[src/rtl/windowed_pi_differential_motor_mix_macros.svh]
// Assertion macros shared by the windowed PI motor mix RTL.
`ifndef WINDOWED_PI_DIFFERENTIAL_MOTOR_MIX_MACROS_SVH
`define WINDOWED_PI_DIFFERENTIAL_MOTOR_MIX_MACROS_SVH

`ifndef ASSERT_OFF
// Property must hold at every clock edge outside reset.
`define WPDM_ASSERT(lbl, prop, msg) \
  lbl: assert property (@(posedge clk) disable iff (!rst_n) (prop)) else $error(msg);
// Expression must never be true outside reset.
`define WPDM_ASSERT_NEVER(lbl, expr, msg) \
  lbl: assert property (@(posedge clk) disable iff (!rst_n) !(expr)) else $error(msg);
`else
`define WPDM_ASSERT(lbl, prop, msg)
`define WPDM_ASSERT_NEVER(lbl, expr, msg)
`endif

`endif

[src/rtl/wpdm_pkg.sv]
// Shared types, widths and constants for the windowed PI motor mix.
package wpdm_pkg;

  localparam int ANGLE_W = 17;
  localparam int ERR_W   = ANGLE_W + 1;
  localparam int ABS_W   = ANGLE_W;
  localparam int GAIN_W  = 16;
  localparam int WIN_W   = 16;
  localparam int PULSE_W = 12;
  localparam int ISUM_W  = 32;
  localparam int PROD_W  = 35;
  localparam int SUM_W   = PROD_W + 1;
  localparam int TOT_W   = SUM_W + 1;
  localparam int FRAC_W  = 20;
  localparam int CORR_W  = TOT_W - FRAC_W;
  localparam int MIX_W   = CORR_W + 1;
  localparam int CFG_IDX_W  = 3;
  localparam int CFG_DATA_W = ANGLE_W;

  localparam int Q_DEPTH = 2;
  localparam int Q_AW    = $clog2(Q_DEPTH);
  localparam int Q_CW    = $clog2(Q_DEPTH + 1);

  localparam logic [GAIN_W-1:0]         PROP_GAIN_RST  = 16'd2048;
  localparam logic [GAIN_W-1:0]         INTEG_GAIN_RST = 16'd307;
  localparam logic signed [ANGLE_W-1:0] TARGET_RST     = 17'sd1536;
  localparam logic [WIN_W-1:0]          WINDOW_RST     = 16'd512;
  localparam logic [PULSE_W-1:0]        BASE_RST       = 12'd1275;
  localparam logic [PULSE_W-1:0]        PMIN_RST       = 12'd1100;
  localparam logic [PULSE_W-1:0]        PMAX_RST       = 12'd1450;

  typedef enum logic [CFG_IDX_W-1:0] {
    REG_PROP_GAIN  = 3'd0,
    REG_INTEG_GAIN = 3'd1,
    REG_TARGET     = 3'd2,
    REG_WINDOW     = 3'd3,
    REG_BASE       = 3'd4,
    REG_PMIN       = 3'd5,
    REG_PMAX       = 3'd6
  } cfg_idx_t;

  typedef struct packed {
    logic [GAIN_W-1:0]         prop_gain;
    logic [GAIN_W-1:0]         integ_gain;
    logic signed [ANGLE_W-1:0] target_angle;
    logic [WIN_W-1:0]          integ_window;
    logic [PULSE_W-1:0]        base_pulse;
    logic [PULSE_W-1:0]        pulse_min;
    logic [PULSE_W-1:0]        pulse_max;
  } cfg_t;

  // One classified sample as it travels from front to back.
  typedef struct packed {
    logic signed [ERR_W-1:0] err;
    logic                    integ;
  } item_t;

  typedef struct packed {
    logic full;
    logic empty;
  } q_stat_t;

endpackage

[src/rtl/wpdm_front.sv]
// Front end: takes pitch samples, forms the error and the window decision.
`include "windowed_pi_differential_motor_mix_macros.svh"

module wpdm_front (
  input  logic                             clk,
  input  logic                             rst_n,
  input  wpdm_pkg::cfg_t                   cfg,
  input  logic                             in_valid,
  output logic                             in_stall,
  input  logic signed [wpdm_pkg::ANGLE_W-1:0] in_pitch,
  input  wpdm_pkg::q_stat_t                q_stat,
  output logic                             push,
  output wpdm_pkg::item_t                  push_item
);
  import wpdm_pkg::*;

  logic                    fr_vld_r, fr_vld_nxt;
  item_t                   fr_item_r, fr_item_nxt;
  logic signed [ERR_W-1:0] err;
  logic        [ERR_W-1:0] abs_err;

  assign push     = fr_vld_r && !q_stat.full;
  assign in_stall = fr_vld_r && q_stat.full;

  always_comb begin
    err = {in_pitch[ANGLE_W-1], in_pitch} - {cfg.target_angle[ANGLE_W-1], cfg.target_angle};
    abs_err = err[ERR_W-1] ? ERR_W'(-err) : ERR_W'(err);
    fr_item_nxt.err   = err;
    // The magnitude never exceeds 2^17 - 1, so the top bit is always clear.
    fr_item_nxt.integ = abs_err[ABS_W-1:0] < {1'b0, cfg.integ_window};
  end

  always_comb begin
    fr_vld_nxt = fr_vld_r;
    if (!in_stall) begin
      fr_vld_nxt = in_valid;
    end
  end

  always_ff @(posedge clk) begin
    if (!rst_n) begin
      fr_vld_r <= 1'b0;
    end else begin
      fr_vld_r <= fr_vld_nxt;
    end
  end

  always_ff @(posedge clk) begin
    if (in_valid && !in_stall) begin
      fr_item_r <= fr_item_nxt;
    end
  end

  assign push_item = fr_item_r;

  `WPDM_ASSERT(a_stall_needs_item, in_stall |-> fr_vld_r, "front stalls with no held item")

endmodule

[src/rtl/wpdm_queue.sv]
// Short queue that decouples the front end from the arithmetic back end.
`include "windowed_pi_differential_motor_mix_macros.svh"

module wpdm_queue (
  input  logic              clk,
  input  logic              rst_n,
  input  logic              push,
  input  wpdm_pkg::item_t   push_item,
  input  logic              pop,
  output wpdm_pkg::item_t   pop_item,
  output wpdm_pkg::q_stat_t q_stat
);
  import wpdm_pkg::*;

  item_t             mem [Q_DEPTH];
  logic [Q_AW-1:0]   wr_ptr_r, wr_ptr_nxt;
  logic [Q_AW-1:0]   rd_ptr_r, rd_ptr_nxt;
  logic [Q_CW-1:0]   count_r, count_nxt;

  always_comb begin
    wr_ptr_nxt = wr_ptr_r;
    rd_ptr_nxt = rd_ptr_r;
    count_nxt  = count_r;
    if (push) begin
      wr_ptr_nxt = (wr_ptr_r == Q_AW'(Q_DEPTH - 1)) ? '0 : wr_ptr_r + 1'b1;
    end
    if (pop) begin
      rd_ptr_nxt = (rd_ptr_r == Q_AW'(Q_DEPTH - 1)) ? '0 : rd_ptr_r + 1'b1;
    end
    if (push && !pop) begin
      count_nxt = count_r + 1'b1;
    end else if (pop && !push) begin
      count_nxt = count_r - 1'b1;
    end
  end

  always_ff @(posedge clk) begin
    if (!rst_n) begin
      wr_ptr_r <= '0;
      rd_ptr_r <= '0;
      count_r  <= '0;
    end else begin
      wr_ptr_r <= wr_ptr_nxt;
      rd_ptr_r <= rd_ptr_nxt;
      count_r  <= count_nxt;
    end
  end

  always_ff @(posedge clk) begin
    if (push) begin
      mem[wr_ptr_r] <= push_item;
    end
  end

  assign pop_item     = mem[rd_ptr_r];
  assign q_stat.full  = (count_r == Q_CW'(Q_DEPTH));
  assign q_stat.empty = (count_r == '0);

  `WPDM_ASSERT(a_count_bound, count_r <= Q_CW'(Q_DEPTH), "queue count beyond depth")
  `WPDM_ASSERT_NEVER(a_pop_empty, pop && q_stat.empty, "pop from an empty queue")

endmodule

[src/rtl/wpdm_back.sv]
// Back end: gain products, windowed integral, rounding and motor mix.
`include "windowed_pi_differential_motor_mix_macros.svh"

module wpdm_back (
  input  logic                               clk,
  input  logic                               rst_n,
  input  wpdm_pkg::cfg_t                     cfg,
  input  wpdm_pkg::item_t                    pop_item,
  input  wpdm_pkg::q_stat_t                  q_stat,
  output logic                               pop,
  output logic                               out_valid,
  input  logic                               out_stall,
  output logic [wpdm_pkg::PULSE_W-1:0]       out_left_pulse,
  output logic [wpdm_pkg::PULSE_W-1:0]       out_right_pulse,
  output logic                               out_integrating
);
  import wpdm_pkg::*;

  localparam logic signed [TOT_W-1:0] ROUND_HALF = TOT_W'(1) <<< (FRAC_W - 1);
  localparam logic signed [SUM_W-1:0] ISUM_MAX   = SUM_W'((64'sd1 <<< (ISUM_W - 1)) - 1);
  localparam logic signed [SUM_W-1:0] ISUM_MIN   = -(SUM_W'(64'sd1 <<< (ISUM_W - 1)));

  logic adv;
  logic integ_upd;

  // Stage 1: products.
  logic                     s1_vld_r;
  logic                     s1_integ_r;
  logic signed [PROD_W-1:0] s1_pprod_r, s1_iprod_r;
  logic signed [PROD_W-1:0] pgain_x, igain_x, err_x;

  // Stage 2: proportional term and updated integral.
  logic                     s2_vld_r;
  logic                     s2_integ_r;
  logic signed [PROD_W-1:0] s2_pterm_r;
  logic signed [ISUM_W-1:0] integ_sum_r, integ_sum_nxt;
  logic signed [SUM_W-1:0]  isum_wide;

  // Stage 3: rounded correction.
  logic                     s3_vld_r;
  logic                     s3_integ_r;
  logic signed [CORR_W-1:0] s3_corr_r, corr_nxt;
  logic signed [TOT_W-1:0]  total;

  // Output register.
  logic                     out_vld_r;
  logic                     out_integ_r;
  logic [PULSE_W-1:0]       out_left_r, out_right_r, left_nxt, right_nxt;
  logic signed [MIX_W-1:0]  base_x, corr_x, left_raw, right_raw;

  function automatic logic [PULSE_W-1:0] clamp_pulse(
    input logic signed [MIX_W-1:0] p,
    input logic [PULSE_W-1:0]      lo,
    input logic [PULSE_W-1:0]      hi
  );
    logic signed [MIX_W-1:0] v;
    logic signed [MIX_W-1:0] lo_x;
    logic signed [MIX_W-1:0] hi_x;
    lo_x = $signed({{(MIX_W-PULSE_W){1'b0}}, lo});
    hi_x = $signed({{(MIX_W-PULSE_W){1'b0}}, hi});
    v = p;
    // Raise to the floor first, then cut to the ceiling, so inverted limits give the ceiling.
    if (v < lo_x) begin
      v = lo_x;
    end
    if (v > hi_x) begin
      v = hi_x;
    end
    return v[PULSE_W-1:0];
  endfunction

  // Every stage moves together whenever the output register can take a new result.
  assign adv       = !out_vld_r || !out_stall;
  assign pop       = adv && !q_stat.empty;
  assign integ_upd = adv && s1_vld_r && s1_integ_r;

  always_comb begin
    pgain_x = $signed({{(PROD_W-GAIN_W){1'b0}}, cfg.prop_gain});
    igain_x = $signed({{(PROD_W-GAIN_W){1'b0}}, cfg.integ_gain});
    err_x   = {{(PROD_W-ERR_W){pop_item.err[ERR_W-1]}}, pop_item.err};
  end

  always_comb begin
    isum_wide = {{(SUM_W-ISUM_W){integ_sum_r[ISUM_W-1]}}, integ_sum_r}
              + {s1_iprod_r[PROD_W-1], s1_iprod_r};
    priority if (isum_wide > ISUM_MAX) begin
      integ_sum_nxt = ISUM_W'(ISUM_MAX);
    end else if (isum_wide < ISUM_MIN) begin
      integ_sum_nxt = ISUM_W'(ISUM_MIN);
    end else begin
      integ_sum_nxt = isum_wide[ISUM_W-1:0];
    end
  end

  always_comb begin
    total = {{(TOT_W-PROD_W){s2_pterm_r[PROD_W-1]}}, s2_pterm_r}
          + {{(TOT_W-ISUM_W){integ_sum_r[ISUM_W-1]}}, integ_sum_r}
          + ROUND_HALF;
    // Arithmetic shift floors, which gives round half up.
    corr_nxt = total[TOT_W-1:FRAC_W];
  end

  always_comb begin
    base_x    = $signed({{(MIX_W-PULSE_W){1'b0}}, cfg.base_pulse});
    corr_x    = {s3_corr_r[CORR_W-1], s3_corr_r};
    left_raw  = base_x + corr_x;
    right_raw = base_x - corr_x;
    left_nxt  = clamp_pulse(left_raw, cfg.pulse_min, cfg.pulse_max);
    right_nxt = clamp_pulse(right_raw, cfg.pulse_min, cfg.pulse_max);
  end

  always_ff @(posedge clk) begin
    if (!rst_n) begin
      s1_vld_r    <= 1'b0;
      s2_vld_r    <= 1'b0;
      s3_vld_r    <= 1'b0;
      out_vld_r   <= 1'b0;
      integ_sum_r <= '0;
    end else if (adv) begin
      s1_vld_r  <= !q_stat.empty;
      s2_vld_r  <= s1_vld_r;
      s3_vld_r  <= s2_vld_r;
      out_vld_r <= s3_vld_r;
      if (integ_upd) begin
        integ_sum_r <= integ_sum_nxt;
      end
    end
  end

  always_ff @(posedge clk) begin
    if (adv) begin
      s1_integ_r  <= pop_item.integ;
      s1_pprod_r  <= pgain_x * err_x;
      s1_iprod_r  <= igain_x * err_x;
      s2_integ_r  <= s1_integ_r;
      s2_pterm_r  <= s1_pprod_r;
      s3_integ_r  <= s2_integ_r;
      s3_corr_r   <= corr_nxt;
      out_integ_r <= s3_integ_r;
      out_left_r  <= left_nxt;
      out_right_r <= right_nxt;
    end
  end

  assign out_valid       = out_vld_r;
  assign out_left_pulse  = out_left_r;
  assign out_right_pulse = out_right_r;
  assign out_integrating = out_integ_r;

  `WPDM_ASSERT(a_isum_upd, !$stable(integ_sum_r) |-> $past(integ_upd), "stray integral update")
  `WPDM_ASSERT(a_hold_in_stall, s3_vld_r && !adv |=> s3_vld_r, "pipeline lost an item while stalled")

endmodule

[src/rtl/windowed_pi_differential_motor_mix.sv]
// Top level of the windowed PI controller with differential motor mix.
//
//   channel  direction  handshake              payload
//   in       input      in_valid / in_stall    in_pitch
//   out      output     out_valid / out_stall  out_left_pulse, out_right_pulse, out_integrating
//   cfg      input      cfg_wr_en              cfg_index, cfg_wdata
//
// One sample is accepted per cycle while in_stall is low; the rate is set by the integral accumulate stage,
// whose saturating add feeds straight back into the integral register.
// A result passes the front register, the queue, the product, integral and rounding stages and the output register.
// Reset is synchronous and active low; it restores the register defaults and clears the
// integral. An output stall on a held result freezes the back end; the two-entry queue and
// front register keep absorbing samples until full, after which in_stall rises.
module windowed_pi_differential_motor_mix (
  input  logic                                  clk,
  input  logic                                  rst_n,
  input  logic                                  in_valid,
  output logic                                  in_stall,
  input  logic signed [wpdm_pkg::ANGLE_W-1:0]   in_pitch,
  output logic                                  out_valid,
  input  logic                                  out_stall,
  output logic [wpdm_pkg::PULSE_W-1:0]          out_left_pulse,
  output logic [wpdm_pkg::PULSE_W-1:0]          out_right_pulse,
  output logic                                  out_integrating,
  input  logic                                  cfg_wr_en,
  input  logic [wpdm_pkg::CFG_IDX_W-1:0]        cfg_index,
  input  logic [wpdm_pkg::CFG_DATA_W-1:0]       cfg_wdata
);
  import wpdm_pkg::*;

  cfg_t    cfg_r, cfg_nxt;
  logic    push, pop;
  item_t   push_item, pop_item;
  q_stat_t q_stat;

  always_comb begin
    cfg_nxt = cfg_r;
    if (cfg_wr_en) begin
      unique case (cfg_index)
        REG_PROP_GAIN:  cfg_nxt.prop_gain    = cfg_wdata[GAIN_W-1:0];
        REG_INTEG_GAIN: cfg_nxt.integ_gain   = cfg_wdata[GAIN_W-1:0];
        REG_TARGET:     cfg_nxt.target_angle = $signed(cfg_wdata[ANGLE_W-1:0]);
        REG_WINDOW:     cfg_nxt.integ_window = cfg_wdata[WIN_W-1:0];
        REG_BASE:       cfg_nxt.base_pulse   = cfg_wdata[PULSE_W-1:0];
        REG_PMIN:       cfg_nxt.pulse_min    = cfg_wdata[PULSE_W-1:0];
        REG_PMAX:       cfg_nxt.pulse_max    = cfg_wdata[PULSE_W-1:0];
        default:        cfg_nxt = cfg_r;
      endcase
    end
  end

  always_ff @(posedge clk) begin
    if (!rst_n) begin
      cfg_r.prop_gain    <= PROP_GAIN_RST;
      cfg_r.integ_gain   <= INTEG_GAIN_RST;
      cfg_r.target_angle <= TARGET_RST;
      cfg_r.integ_window <= WINDOW_RST;
      cfg_r.base_pulse   <= BASE_RST;
      cfg_r.pulse_min    <= PMIN_RST;
      cfg_r.pulse_max    <= PMAX_RST;
    end else begin
      cfg_r <= cfg_nxt;
    end
  end

  wpdm_front u_front (
    .clk       (clk),
    .rst_n     (rst_n),
    .cfg       (cfg_r),
    .in_valid  (in_valid),
    .in_stall  (in_stall),
    .in_pitch  (in_pitch),
    .q_stat    (q_stat),
    .push      (push),
    .push_item (push_item)
  );

  wpdm_queue u_queue (
    .clk       (clk),
    .rst_n     (rst_n),
    .push      (push),
    .push_item (push_item),
    .pop       (pop),
    .pop_item  (pop_item),
    .q_stat    (q_stat)
  );

  wpdm_back u_back (
    .clk             (clk),
    .rst_n           (rst_n),
    .cfg             (cfg_r),
    .pop_item        (pop_item),
    .q_stat          (q_stat),
    .pop             (pop),
    .out_valid       (out_valid),
    .out_stall       (out_stall),
    .out_left_pulse  (out_left_pulse),
    .out_right_pulse (out_right_pulse),
    .out_integrating (out_integrating)
  );

endmodule

[config.mk]
export PLATFORM = sky130hd
export DESIGN_NAME = windowed_pi_differential_motor_mix
export DESIGN_NICKNAME = d
export VERILOG_FILES = /design/src/rtl/wpdm_pkg.sv /design/src/rtl/wpdm_front.sv /design/src/rtl/wpdm_queue.sv /design/src/rtl/wpdm_back.sv /design/src/rtl/windowed_pi_differential_motor_mix.sv
export VERILOG_INCLUDE_DIRS = /design/src /design/src/rtl
export SDC_FILE = /design/constraint.sdc
export NUM_CORES = 2
export LEC_CHECK = 0
export BUFFER_PORTS_ARGS = -buffer_cell sky130_fd_sc_hd__buf_2
export CAP_MARGIN = 20
export CORE_MARGIN = 2
export CORE_UTILIZATION = 60
export CTS_BUF_LIST = sky130_fd_sc_hd__clkbuf_4
export CTS_CLUSTER_SIZE = 40
export DETAILED_ROUTE_END_ITERATION = 12
export GPL_TIMING_DRIVEN = 1
export PLACE_DENSITY = 0.8
export SLEW_MARGIN = 20
export SYNTH_ARGS = -nofsm -noshare
export SYNTH_HDL_FRONTEND = slang
export SYNTH_SLANG_ARGS = --single-unit
[constraint.sdc]
create_clock -name clk -period 6.78 [get_ports clk]
set_input_delay 0.678 -clock clk [delete_from_list [all_inputs] [get_ports clk]]
set_output_delay 0.678 -clock clk [all_outputs]
set_load 0.1 [all_outputs]
==> out/qor.yml <==
route:
  met1_length_um: 42800
  dr_wl_met3_um: 7870
  vias: 31800
  initialDrtViolationCount: 2885
  drt_first_pass_iters: 6
  antenna_left: 0
  wl_met2_um: 49300
  wl_per_cell_um: 18.6
  drc: 0
  routed_wirelength_um: 105000
  top_layer_used: "met4"
  via_per_inst: 5.63
critical_path:
  cp.arrival_ps: 7400
  crit_path_end_kind: "register"
  cp_max_fo: 8
  cp.required_ps: 7440
  crit_type: "register to register"
  cp-start-kind: "register"
place:
  dpl.cell_count: 5434
  io_buffer_count: 68
  dp_slack_ps: -185
  hpwl_um: 81300
  gp_congestion: 0.903
finish:
  drive_gt1_share_pct: 13.0
  fin_nets: 5624
  stdcell_count: 5653
  area_growth_pct: 11.4
yosys:
  syn_inst: 4426
  synthDistinctLibCells: 93
  seq_area_frac_synth_pct: 21.8
  synth_fp_nets: 5412
  synth.most_common_cell: "inv_1"
  syn_area_per_cell_um2: 9.40
  synth_warnings: 0
  yosys.area.top_type_share_pct: 28.4
  ys.flop_type: "edfxtp_1"
  async_flop_share_pct: 0
  syn_area_um2: 41600
  synth_fa_ha_area_share_pct: 39.0
  synth_compound_area_share_pct: 10.4
  yosys.area_share.simple_pct: 14.5
  post-synth-top-area-cell: "fa_1"
  ys_ff_latch: 350
  synth_commonest_cells: "inv_1 (799), nand2_1 (649), fa_1 (590), ha_1 (354), and2_1 (252)"
  synth_area_leaders: "fa_1 (28%), edfxtp_1 (15%), ha_1 (11%), inv_1 (7.2%), dfxtp_1 (6.9%)"
  synthMuxAreaShare_pct: 1.77
  synth_top_family_by_area: "adder cells"
  synth_edf_count: 207
  synth-xor-area-share_pct: 3.57
job:
  maxCapViolations: 0
sta:
  fmax_ghz: 0.148
  hold_ws_ps: 82.0
  setup_viol: 0
  setup_tns_ps: 0
  slew_headroom_pct: 30.4
  final_max_slew_viol_count: 0
  setup_slack_ps: 38.4
  finalClockSkew_ps: 59.3
  rsz0062_at_grt: "yes"
  period_needed_ps: 6740
  hold_viol: 0
  period_share_pct: 99.4
  tightest_slew_ps: 1040
clock_network:
  cts_buffer_depth: 3
  clk_latency_ps: 900
  numCtsBuffers: 94
  clock-sinks: 350
  clkTransAtPathRegs_ps: 80
  htreeDepth: 3
  cts_root_buf: "clkbuf_4"
  cts_tree: "done"
floorplanning:
  start_util_pct: 60.6
  num_rows: 96
  core_area_um2: 68600
  die_y_um: 267
  die_area_um2: 71400
  die_x_um: 267
  io_pins: 69
run_status:
  status: "finished, final reports clean"
grt:
  grt_pass1_wl_um: 167000
  grt_start_max_net_pins: 80
  grt_pass1_vias: 32200
  gr-total-overflow: 0
  antenna_found_initial: 1
  grt_usage_pct: 29.8
min_path:
  min_path_type: "input pin to register"
==> cells by family (layout without fill, tap and decap cells) <==
logic type / after synthesis / after routing
AO/OA/AOI/OAI: 647 / 648
flip-flops: 350 / 350
AND/OR/NAND/NOR: 1276 / 1276
adder cells (fa/ha/maj): 944 / 944
other: 0 / 2
XOR/XNOR: 168 / 168
buffers and inverters: 974 / 1263
multiplexers: 67 / 71
==> path summary, 6_finish.rpt <==
check                                  startpoint                              end  slack [ps]  cells past startpoint
hold / removal                          out_stall     u_back.s3_vld_r$_SDFFE_PN0N_          80                      3
setup / recovery                         register  u_back.s1_pprod_r[31]$_DFFE_PN_          40                     26
hold reg to reg   u_back.s1_pprod_r[32]$_DFFE_PN_  u_back.s2_pterm_r[32]$_DFFE_PN_         400                      0
setup reg to reg                         register  u_back.s1_pprod_r[31]$_DFFE_PN_          40                     26
==> per-layer routing <==
metal	vias to the layer above	global-route usage [%]
met4	0	13.1
met1	15600	39.7
met5	-	0
met3	306	4.56
met2	1240	48.7
li1	14700	-
==> registers in the layout (all words and copies together) (netlist names), named ones only <==
register / flops
cfg_r: 101
u_queue.mem: 38
u_back.s1_iprod_r: 35
u_back.s1_pprod_r: 35
u_back.s2_pterm_r: 35
u_back.integ_sum_r: 32
u_front.push_item: 19
u_back.s3_corr_r: 17
u_back.out_left_pulse: 12
u_back.out_right_pulse: 12
u_queue.count_r: 2
u_back.out_integrating: 1
u_back.out_valid: 1
u_back.s1_integ_r: 1
u_back.s1_vld_r: 1
u_back.s2_integ_r: 1
u_back.s2_vld_r: 1
u_back.s3_integ_r: 1
u_back.s3_vld_r: 1
u_front.fr_vld_r: 1
u_queue.rd_ptr_r: 1
u_queue.wr_ptr_r: 1
==> stage by stage <==
stage / util (%) / area (um^2)
after global routing: 67.6 / 46400
final: 67.6 / 46400
after detailed placement: 64.1 / 43900
after CTS: 66.3 / 45500
after global placement: 64.1 / 43900
after floorplan: - / 41700
==> worst max-delay path: stages, from the launching register on <==
cell and delay, ps:
dfxtp_4 410, clkbuf_16 190, mux2_4 370, and2_4 180, fa_1 500, inv_1 70, fa_1 530, inv_1 40
ha_1 180, fa_1 490, inv_1 50, fa_1 470, fa_1 490, inv_1 40, ha_2 180, a21o_1 170
a21o_1 170, a221o_1 300, a31oi_2 210, a31oi_2 160, o41ai_2 240, buf_4 180, a211oi_2 80, o31a_1 330
o22ai_2 140, nor3_1 70, a311o_1 270
==> cell usage in the layout (no fill, tap or decap), types with 84 or more instances in the layout <==
| cell | synthesis | final |
|---|---|---|
| a21oi_1 | 178 | 165 |
| clkbuf_4 | 0 | 138 |
| o21ai_0 | 89 | 84 |
| edfxtp_1 | 207 | 207 |
| ha_1 | 354 | 337 |
| fa_1 | 590 | 588 |
| dfxtp_1 | 143 | 141 |
| inv_1 | 799 | 795 |
| buf_4 | 5 | 196 |
| nand2_1 | 649 | 640 |
| xnor2_1 | 120 | 120 |
| nor2_1 | 119 | 115 |
| and2_1 | 252 | 250 |
==> layout make-up <==
class	count	area [um^2]
diodes	2	5.00
clock buffers	138	1040
clock inverters	40	358
fillers	5201	22200
inverters	799	3000
multi-input cells	3107	29500
flip-flops and latches	350	9080
well taps	931	1160
repair buffers	286	2180
==> repair_timing <==
item / 4_1_cts / 5_1_grt
hold buffers: 2 / 0
endpoints found under the setup margin: 8 / 39
buffers inserted: 6 / 24
gates resized for setup: 22 / 113
pin swaps: 4 / 46
hold endpoints to repair: 2 / 0
gates cloned: 0 / 7
Power is left out: the tool's default activity adds up to more than one toggle a clock period on the data nets, which glitch-free logic cannot reach.
